**src/design/bpm_pkg.sv**
```systemverilog
// Shared types, constants and operation codes of the bond presence matcher.
package bpm_pkg;

  // Table capacity and derived widths
  localparam int MAX_BONDS = 64;
  localparam int IDX_W     = (MAX_BONDS > 1) ? $clog2(MAX_BONDS) : 1;
  localparam int ATOM_W    = 20;
  localparam int PRES_W    = 64;
  localparam int FRAME_W   = 16;
  localparam int CNT_W     = 7;

  // Operation codes
  localparam logic [1:0] OP_CLEAR = 2'd0;
  localparam logic [1:0] OP_REF   = 2'd1;
  localparam logic [1:0] OP_FRAME = 2'd2;
  localparam logic [1:0] OP_END   = 2'd3;

  typedef struct packed {
    logic [1:0]        operation;
    logic [ATOM_W-1:0] hydrogen_id;
    logic [ATOM_W-1:0] acceptor_id;
  } in_data_t;

  typedef struct packed {
    logic [PRES_W-1:0]  presence_bits;
    logic [FRAME_W-1:0] frame_index;
    logic [CNT_W-1:0]   reference_count;
    logic               overflow;
  } out_data_t;

  // Item as it travels down the row of cells
  typedef struct packed {
    logic               valid;
    logic [1:0]         op;
    logic [ATOM_W-1:0]  hyd;
    logic [ATOM_W-1:0]  acc;
    logic               wr;
    logic [IDX_W-1:0]   slot;
    logic [CNT_W-1:0]   cnt;
    logic [FRAME_W-1:0] frame;
    logic               ovf;
    logic [PRES_W-1:0]  presence;
  } cell_item_t;

endpackage

```
**src/design/bpm_cell.sv**
```systemverilog
// One cell of the matching row: holds one reference bond and its presence bit.
module bpm_cell (
  input  logic                     clk,
  input  logic                     rst_n,
  input  logic [bpm_pkg::IDX_W-1:0] cell_idx,
  input  bpm_pkg::cell_item_t      item_in,
  output bpm_pkg::cell_item_t      item_out
);
  import bpm_pkg::*;

  cell_item_t        item_r, item_nxt;
  logic [ATOM_W-1:0] hyd_r, hyd_nxt;
  logic [ATOM_W-1:0] acc_r, acc_nxt;
  logic              pres_r, pres_nxt;
  logic              in_use;
  logic              hit;

  // Entry takes part in matching only below the count tagged on the item
  assign in_use = CNT_W'(cell_idx) < item_in.cnt;
  assign hit    = in_use && (hyd_r == item_in.hyd) && (acc_r == item_in.acc);

  // Act on the passing item and forward it
  always_comb begin
    item_nxt = item_in;
    hyd_nxt  = hyd_r;
    acc_nxt  = acc_r;
    pres_nxt = pres_r;
    if (item_in.valid) begin
      case (item_in.op)
        OP_CLEAR: pres_nxt = 1'b0;
        OP_REF: begin
          if (item_in.wr && (item_in.slot == cell_idx)) begin
            hyd_nxt  = item_in.hyd;
            acc_nxt  = item_in.acc;
            pres_nxt = 1'b1;
          end
        end
        OP_FRAME: begin
          if (hit) begin
            pres_nxt = 1'b1;
          end
        end
        OP_END: begin
          item_nxt.presence[cell_idx] = pres_r;
          pres_nxt = 1'b0;
        end
        default: pres_nxt = pres_r;
      endcase
    end
  end

  // Hold control bits under reset, entry payload needs none
  always_ff @(posedge clk) begin
    if (!rst_n) begin
      item_r.valid <= 1'b0;
      pres_r       <= 1'b0;
    end else begin
      item_r.valid <= item_nxt.valid;
      pres_r       <= pres_nxt;
    end
    item_r.op       <= item_nxt.op;
    item_r.hyd      <= item_nxt.hyd;
    item_r.acc      <= item_nxt.acc;
    item_r.wr       <= item_nxt.wr;
    item_r.slot     <= item_nxt.slot;
    item_r.cnt      <= item_nxt.cnt;
    item_r.frame    <= item_nxt.frame;
    item_r.ovf      <= item_nxt.ovf;
    item_r.presence <= item_nxt.presence;
    hyd_r           <= hyd_nxt;
    acc_r           <= acc_nxt;
  end

  assign item_out = item_r;

endmodule

```
**config.mk**
```make
export PLATFORM = sky130hd
export DESIGN_NAME = bpm_cell
export DESIGN_NICKNAME = d
export VERILOG_FILES = /design/src/design/bpm_pkg.sv /design/src/design/bpm_cell.sv
export SDC_FILE = /design/constraint.sdc
export NUM_CORES = 1
export LEC_CHECK = 0
export ABC_AREA = 1
export BUFFER_PORTS_ARGS = -buffer_cell sky130_fd_sc_hd__buf_2
export CAP_MARGIN = 25
export CORE_ASPECT_RATIO = 0.6
export CORE_UTILIZATION = 50
export DETAILED_ROUTE_END_ITERATION = 12
export PLACE_DENSITY = 0.81
export SYNTH_ARGS = -nofsm -noshare
export SYNTH_HDL_FRONTEND = slang
export SYNTH_SLANG_ARGS = --single-unit
```
**constraint.sdc**
```tcl
create_clock -name clk -period 14.8 [get_ports clk]
set_input_delay 1.48 -clock clk [delete_from_list [all_inputs] [get_ports clk]]
set_output_delay 1.48 -clock clk [all_outputs]
set_load 0.01 [all_outputs]
```
==> flow_summary.json, run 1 <==
{
  "outcome": "complete, no violations",
  "fp.dieH_um": 90.1,
  "hold_class": "reg2reg",
  "synth-compound-area-share_pct": 0.561,
  "cts_buffers": 17,
  "drt-pass1-iter-count": 5,
  "synthSimpleGateAreaFrac_pct": 16.4,
  "rsz0062_at_grt": "false",
  "grt_use_total_pct": 25.0,
  "crit_start": "cell_idx[0]",
  "synth_top_area_share_pct": 43.0,
  "cts_hold_buf": 0,
  "grt-ovfl-total": 0,
  "crit_path_end_kind": "flip-flop",
  "ys_async_sr_fraction_pct": 0,
  "vdd_ir_drop_max_mv": 0.0693,
  "worstSkewPairLatency_ps": 410,
  "place.gp.congestion": 0.877,
  "synth_edf_count": 40,
  "drv_slew": 0,
  "slew_headroom_pct": 32.3,
  "ios": 284,
  "final.setup.tns_ps": 0,
  "dp_slack_ps": 11620,
  "fill_cells": 983,
  "dieArea_mm2": 0.0134,
  "num_vias": 5113,
  "reg2regPathDepth": 12,
  "fin_crit_sh_pct": 18.8,
  "initial_core_util_pct": 52.5,
  "synth_flop_cell": "dfxtp_1",
  "clk_path_buf_depth": 2,
  "seq_area_mm2": 0.00399,
  "synth_fa_ha_area_share_pct": 1.55,
  "root_buffer": "clkbuf_16",
  "numPortBuffers": 283,
  "yosysTopAreaCell": "dfxtp_1",
  "reg2reg_to": "pres_r",
  "synth_xor_area_share_pct": 1.35,
  "ys_seq_area_share_pct": 61.6,
  "max-cap-violations": 0,
  "wl_per_cell_um": 14.6,
  "grt_pass1_wl_um": 25500,
  "grt_pass1_vias": 4955,
  "switching_power_w": 0.000252,
  "synthMuxAreaShare_pct": 9.90,
  "cts_sinks": 179,
  "cts_resized": 0,
  "p_sw_share_pct": 24.2,
  "post_cts_buffers": 0,
  "multi_input_comb_area_mm2": 0.00193,
  "area.growth.synth_to_final_pct": 33.6,
  "grt_max_degree": 57,
  "pwr-share-clk_pct": 40.8,
  "r2r-start": "acc_r[2]",
  "dp_hpwl_um": 12800,
  "htreeDepth": 4,
  "fin_nets": 1111,
  "num_rows": 31,
  "endpoint": "hyd_r[3]",
  "synth_top_family_by_area": "simple AND/OR/NAND/NOR gates",
  "postLayoutSetupSlackWorst_ps": 12030,
  "drive_gt1_share_pct": 33.9,
  "synth_cell_type_count": 24,
  "crit_required_ps": 14840,
  "wl_um": 16500,
  "synthesis.nets": 815,
  "yosys_warnings": 0,
  "synth-seq-cells": 179,
  "clkTransAtPathRegs_ps": 70,
  "p_leak_nw": 4.86,
  "synth_area_per_cell_um2": 9.79,
  "die_w_um": 149,
  "synth_common_cells": "nand2_1 (175), dfxtp_1 (139), inv_1 (138)",
  "synth_area_mm2": 0.00647,
  "syn_inst": 661,
  "hold_viol_final": 0,
  "min_period_ps": 2780,
  "ys_top_cells_by_area": "dfxtp_1 (43%), edfxtp_1 (19%), nand2_1 (10%), mux2i_1 (9.9%), inv_1 (8.0%)",
  "clock.fmax_mhz": 360,
  "synthMostInstantiatedCell": "nand2_1",
  "critPathLaunchType": "input port",
  "via_per_inst": 4.50,
  "internal_power_w": 0.000792,
  "power_density_mw_per_mm2": 121,
  "diodes": 0,
  "comb_power_share_pct": 9.0,
  "cts_tree": "built",
  "initialDrtViolationCount": 215,
  "cp.arrival_ps": 2810,
  "fp.coreArea_mm2": 0.0123,
  "worst_slew_pin_slew_ps": 1010,
  "skew_ps": 10.3,
  "drc": 0,
  "finalSetupViolCount": 0,
  "antenna_left": 0,
  "antenna_found_initial": 0,
  "seq_power_share_pct": 50.2,
  "worstPathMaxFanout": 40,
  "r2r_slack_ps": 13380,
  "critPathKind": "in2reg"
}
-- cell families after synthesis --
family	after synthesis
buffers and inverters	149
AO/OA/AOI/OAI	7
AND/OR/NAND/NOR	244
adder cells (fa/ha/maj)	8
flip-flops	179
XOR/XNOR	10
multiplexers	64
-- worst min path at each step --
stage	startpoint	endpoint	slack [ps]	cells past startpoint
2_1_floorplan	pres_r	pres_r	670	3
3_3_place_gp	pres_r	pres_r	590	2
3_5_place_dp	pres_r	pres_r	600	2
4_1_cts	pres_r	pres_r	610	2
5_1_grt	pres_r	item_out[26]	650	2
6_report	pres_r	pres_r	610	2
-- state kept, by name, indices dropped and copies added (netlist names) --
signal / cells
item_out: 138
acc_r: 20
hyd_r: 20
pres_r: 1
-- per-stage QoR --
step | total power [W] | hold slack, ps | cells | instance area, um^2 | utilization, %
after floorplan | 0.000575 | 673 | 661 | 6470 | -
after global placement | 0.000627 | 589 | 1103 | 8080 | 65.5
after detailed placement | 0.000630 | 599 | 1103 | 8080 | 65.5
after CTS | 0.00105 | 605 | 1135 | 8650 | 70.1
after global routing | 0.00109 | 649 | 1135 | 8650 | 70.1
final | 0.00104 | 606 | 1135 | 8650 | 70.1
-- area by class of cell --
cell class              instances  area share, %
clock inverters                11           1.06
flip-flops and latches        179           46.1
multi-input cells             333           22.3
inverters                     141           6.15
repair buffers                285           16.6
well taps                     165           2.39
clock buffers                  21           5.46
-- power by group through the flow --
stage / clock (W) / combinational, W / sequential (W)
after global placement: 0 / 0.0000924 / 0.000535
after detailed placement: 0 / 0.0000944 / 0.000535
after CTS: 0.000433 / 0.0000948 / 0.000524
after floorplan: 0 / 0.0000290 / 0.000546
final: 0.000426 / 0.0000940 / 0.000524
after global routing: 0.000456 / 0.000104 / 0.000526
-- cells in the final DEF (no fill, tap or decap), types with 5 or more instances in the layout --
cell / count
ha_1: 8
xnor2_1: 7
inv_1: 138
edfxtp_1: 40
nand2_1: 175
buf_2: 283
nand3_1: 5
nor3_1: 6
clkbuf_16: 18
nor2_1: 48
mux2i_1: 64
dfxtp_1: 138
nor4_4: 6
-- critical path, cell delays in order --
cell and delay (ps):
buf_2 220, inv_4 120, a21oi_1 160, nand2_1 90, nor4_2 230, buf_4 500
-- layer usage --
layer	GRT usage (%)	up-vias	share of wire [%]	wire, um
met1	32.5	2338	44	7260
met4	5.02	0	0.81	134
li1	-	2605	-	-
met3	7.36	11	7.8	1290
met5	0	-	0	0
met2	41.3	159	47	7850
(Power assumes the default switching activity.)
==> run 2, diff against run 1 <==
--- a/config.mk
+++ b/config.mk
@@ -9,9 +9,9 @@
 export BUFFER_PORTS_ARGS = -buffer_cell sky130_fd_sc_hd__buf_2
 export CAP_MARGIN = 25
 export CORE_ASPECT_RATIO = 0.6
-export CORE_UTILIZATION = 50
+export CORE_UTILIZATION = 42
 export DETAILED_ROUTE_END_ITERATION = 12
-export PLACE_DENSITY = 0.81
+export PLACE_DENSITY = 0.72
 export SYNTH_ARGS = -nofsm -noshare
 export SYNTH_HDL_FRONTEND = slang
 export SYNTH_SLANG_ARGS = --single-unit
==> constraint.sdc (replaced) <==
create_clock -name clk -period 2.3 [get_ports clk]
set_input_delay 0.23 -clock clk [delete_from_list [all_inputs] [get_ports clk]]
set_output_delay 0.23 -clock clk [all_outputs]
set_load 0.01 [all_outputs]
==> flow_summary.json, run 2 (synthesis results as in run 1) <==
{
  "fin_nets": 1203,
  "layout_common_cells": "buf_2 (283), nand2_1 (175), dfxtp_1 (138)",
  "critPathLaunchType": "input port",
  "drt-pass1-iter-count": 4,
  "wl_per_cell_um": 14.4,
  "layout_commonest_cell": "buf_2",
  "power_density_mw_per_mm2": 740,
  "worst-path-buf-inv": 3,
  "min_period_ps": 1970,
  "htreeDepth": 4,
  "diodes": 0,
  "crit_path_end_kind": "flip-flop",
  "final.setup.tns_ps": 0,
  "cp.arrival_ps": 2280,
  "worstHoldStart": "item_in[26]",
  "fp.dieH_um": 98.1,
  "cts_tree": "built",
  "worstPathCellList": "dlygate4sd3_1, buf_2, ha_1, nand2_2, nor4_4, nand2_1, mux2i_1, inv_1",
  "crit_start": "item_in[136]",
  "fp.coreArea_mm2": 0.0148,
  "dieArea_mm2": 0.0159,
  "postLayoutCoreUtil_pct": 65.7,
  "area.growth.synth_to_final_pct": 49.9,
  "clock.fmax_mhz": 508,
  "cts_buffers": 17,
  "p_leak_nw": 5.30,
  "grt_pass1_vias": 5364,
  "grt_max_degree": 41,
  "ios": 284,
  "clk_path_buf_depth": 2,
  "critPathKind": "in2reg",
  "drc": 0,
  "initialDrtViolationCount": 286,
  "grt-ovfl-total": 0,
  "cts_resized": 0,
  "place.gp.congestion": 0.782,
  "grt_use_total_pct": 22.9,
  "finalSetupViolCount": 0,
  "finalPower_w": 0.00718,
  "numPortBuffers": 283,
  "dp_hpwl_um": 12800,
  "drive_gt1_share_pct": 32.1,
  "root_buffer": "clkbuf_16",
  "outcome": "complete, no violations",
  "skew_ps": 10.2,
  "worst_path_max_delay_cell": "nor4_4",
  "num_vias": 5471,
  "post_cts_buffers": 0,
  "slew_headroom_pct": 55.3,
  "worstPathMaxFanout": 8,
  "largest_reg_flops": 138,
  "crit_required_ps": 2610,
  "cts_sinks": 179,
  "hold_class": "in2reg",
  "num_rows": 34,
  "hold_viol_final": 0,
  "grt_pass1_wl_um": 27600,
  "r2r-start": "acc_r[6]",
  "initial_core_util_pct": 43.8,
  "whs_ps": 14.8,
  "worstSkewPairLatency_ps": 410,
  "drv_slew": 0,
  "antenna_found_initial": 1,
  "vdd_ir_drop_max_mv": 0.509,
  "die_w_um": 162,
  "max_stage_delay_ps": 530,
  "fin_crit_sh_pct": 85.7,
  "max-cap-violations": 0,
  "cp_top_family": "simple AND/OR/NAND/NOR gates",
  "rsz0062_at_grt": "false",
  "via_per_inst": 4.34,
  "wl_um": 18100,
  "cts_hold_buf": 82,
  "clkTransAtPathRegs_ps": 80,
  "worst_slew_pin_slew_ps": 668,
  "antenna_left": 0
}
==> run 2: changes by cell type in the layout (fill, tap and decap cells not counted), sizes merged <==
cell / previous run / this run
clkbuf: 21 / 17
dlygate4sd3: 0 / 83
buf: 285 / 294
clkinv: 5 / 3
inv: 146 / 150
bufinv: 0 / 2
==> run 2: final timing paths <==
check | end | slack, ps | depth (start not counted)
worst max-delay path | item_out[3] | 330 | 8
worst min-delay path | item_out[26] | 10 | 3
worst max register to register | pres_r | 830 | 12
worst min register to register | item_out[18] | 820 | 2
==> run 2: cell type report <==
cell class	instances	area [um^2]
clock buffer	17	425
fill	1194	5060
timing repair buffer	377	2350
tap	198	248
inverter	141	539
multi-input combinational	333	1940
clock inverter	15	208
sequential	179	3990
==> run 2: metal layers <==
layer / wire [um] / track usage [%]
met1: 8160 / 29.4
met2: 8630 / 37.8
met3: 1150 / 6.54
met4: 128 / 5.59
met5: 13 / 0
==> run 2: tightest hold or removal path, stage by stage <==
cell     delay (ps)
buf_2            80
mux2i_1          60
inv_1            40
==> run 2: power breakdown <==
part | internal, W | switching, W | leakage (nW)
clock | 0.00168 | 0.00139 | 0.307
sequential | 0.00334 | 0.0000461 | 1.53
combinational | 0.000355 | 0.000368 | 3.46
==> run 2: through the flow <==
step | area [um^2] | setup slack, ps | cells
2_1_floorplan | 6500 | -72.2 | 661
3_3_place_gp | 8230 | 478 | 1145
3_5_place_dp | 8230 | 430 | 1145
4_1_cts | 9690 | 339 | 1259
5_1_grt | 9700 | 191 | 1260
6_report | 9700 | 330 | 1260
==> run 3, diff against run 2 <==
==> config.mk (replaced) <==
export PLATFORM = sky130hd
export DESIGN_NAME = bpm_cell
export DESIGN_NICKNAME = d
export VERILOG_FILES = /design/src/design/bpm_pkg.sv /design/src/design/bpm_cell.sv
export SDC_FILE = /design/constraint.sdc
export NUM_CORES = 1
export LEC_CHECK = 0
export ABC_AREA = 1
export CORE_ASPECT_RATIO = 0.6
export CORE_UTILIZATION = 50
export DETAILED_ROUTE_END_ITERATION = 12
export DONT_BUFFER_PORTS = 1
export PLACE_DENSITY = 0.65
export RECOVER_POWER = 100
export SYNTH_ARGS = -nofsm -noshare
export SYNTH_HDL_FRONTEND = slang
export SYNTH_SLANG_ARGS = --single-unit
==> flow_summary.json, run 3 (synthesis results as in run 1) <==
{
  "grt_pass1_wl_um": 27400,
  "clk_path_buf_depth": 2,
  "crit_required_ps": 2610,
  "finalSetupViolCount": 0,
  "switching_power_w": 0.00175,
  "clkTransAtPathRegs_ps": 70,
  "grt-ovfl-total": 0,
  "layout_common_cells": "nand2_1 (176), dlygate4sd3_1 (139), dfxtp_1 (138)",
  "largest_reg_flops": 138,
  "clock.fmax_mhz": 566,
  "p_leak_nw": 4.38,
  "place.gp.congestion": 0.765,
  "critPathLaunchType": "input port",
  "cts_hold_buf": 139,
  "cp_top_family": "simple AND/OR/NAND/NOR gates",
  "fin_crit_sh_pct": 76.8,
  "cts_buffers": 17,
  "outcome": "complete, no violations",
  "drt-pass1-iter-count": 6,
  "fp.coreArea_mm2": 0.0123,
  "wl_per_cell_um": 18.0,
  "internal_power_w": 0.00507,
  "layout_commonest_cell": "nand2_1",
  "worst_slew_pin_slew_ps": 1240,
  "drive_gt1_share_pct": 5.85,
  "initialDrtViolationCount": 263,
  "skew_ps": 7.32,
  "dieArea_mm2": 0.0134,
  "final.setup.tns_ps": 0,
  "power_density_mw_per_mm2": 786,
  "fp.dieH_um": 90.1,
  "worstSkewPairLatency_ps": 420,
  "drv_slew": 0,
  "area.growth.synth_to_final_pct": 34.1,
  "die_w_um": 149,
  "hold_viol_final": 0,
  "numPortBuffers": 0,
  "via_per_inst": 4.87,
  "max_stage_delay_ps": 990,
  "crit_path_end_kind": "flip-flop",
  "cp.arrival_ps": 2080,
  "seq_power_share_pct": 51.1,
  "whs_ps": 107,
  "worst_path_max_delay_cell": "nor4_2",
  "comb_power_share_pct": 6.4,
  "hold_class": "in2reg",
  "initial_core_util_pct": 52.5,
  "max-cap-violations": 0,
  "cts_tree": "built",
  "post_cts_buffers": 0,
  "drc": 0,
  "grt_use_total_pct": 27.5,
  "dp_cells": 831,
  "grt_max_degree": 41,
  "root_buffer": "clkbuf_16",
  "timing.critical_path.mode_cell": "nand2_1",
  "num_rows": 31,
  "vdd_ir_drop_max_mv": 0.367,
  "critPathKind": "in2reg",
  "htreeDepth": 4,
  "rsz0062_at_grt": "false",
  "cts_sinks": 179,
  "worst-path-buf-inv": 1,
  "worstPathCellList": "ha_1, nand2_1, nor4_2, nand2_1, mux2i_1, inv_1",
  "fin_nets": 978,
  "slew_headroom_pct": 16.6,
  "wl_um": 18100,
  "dp_hpwl_um": 11500,
  "p_sw_share_pct": 25.6,
  "ios": 284,
  "num_vias": 4879,
  "pwr-share-clk_pct": 42.5,
  "antenna_found_initial": 0,
  "antenna_left": 0,
  "diodes": 0,
  "min_period_ps": 1770,
  "fin_cells": 1002,
  "grt_pass1_vias": 5153,
  "worstPathMaxFanout": 8,
  "cts_resized": 0
}
## run 3: cell count changes in the layout (fill, tap and decap cells not counted), sizes merged
| cell | change |
|---|---|
| buf | -287 |
| bufinv | -2 |
| clkbuf | +6 |
| clkinv | +4 |
| clkinvlp | -1 |
| dlygate4sd3 | +56 |
| inv | -1 |
## run 3: final cells by class
type / instances / area, um^2
fillers: 889 / 3660
clock buffers: 17 / 425
clock inverters: 15 / 181
well taps: 165 / 206
repair buffers: 152 / 1480
flip-flops and latches: 179 / 3990
inverters: 141 / 539
multi-input cells: 333 / 1860
## run 3: stage by stage
stage	cell area [um^2]	worst slack, ps	total power, W	util, %
floorplan	6500	-72.2	0.00371	-
global placement	6790	608	0.00377	55.1
detailed placement	6790	553	0.00378	55.1
CTS	8790	802	0.00685	71.3
global route	8670	350	0.00706	70.3
finish	8670	533	0.00682	70.3
## run 3: path summary, 6_finish.rpt
path	slack, ps	start	endpoint	cells past startpoint
worst min-delay path	110	item_in[136]	pres_r	4
worst max-delay path	530	item_in[135]	item_out[26]	6
worst min register to register	800	pres_r	pres_r	2
worst max register to register	830	acc_r[0]	pres_r	12
## run 3: worst reg2reg max path: stages (launching register included)
cell and delay, ps:
edfxtp_1 390, nand2_1 90, nand2_1 60, nor2_1 120
nand2_1 60, nor2_1 120, nand2_1 70, nor2_1 140
nand2_1 70, nand2_1 80, nand3_1 70, nand2_1 60
nor2_1 40
## run 3: power groups by stage
stage          clock (W)  sequential [W]  combinational (W)
2_1_floorplan          0         0.00352           0.000191
4_1_cts          0.00294         0.00348           0.000437
6_report         0.00290         0.00348           0.000436
5_1_grt          0.00308         0.00350           0.000480
3_5_place_dp           0         0.00355           0.000228
3_3_place_gp           0         0.00355           0.000218
## run 3: metal layers
layer  global-route usage [%]  vias up  share of wire [%]
li1                         -     2343                  -
met1                     31.2     2279                 38
met2                     46.4      218                 49
met3                     9.80       39                 11
met4                     12.6        0                2.5
met5                        0        -                  0
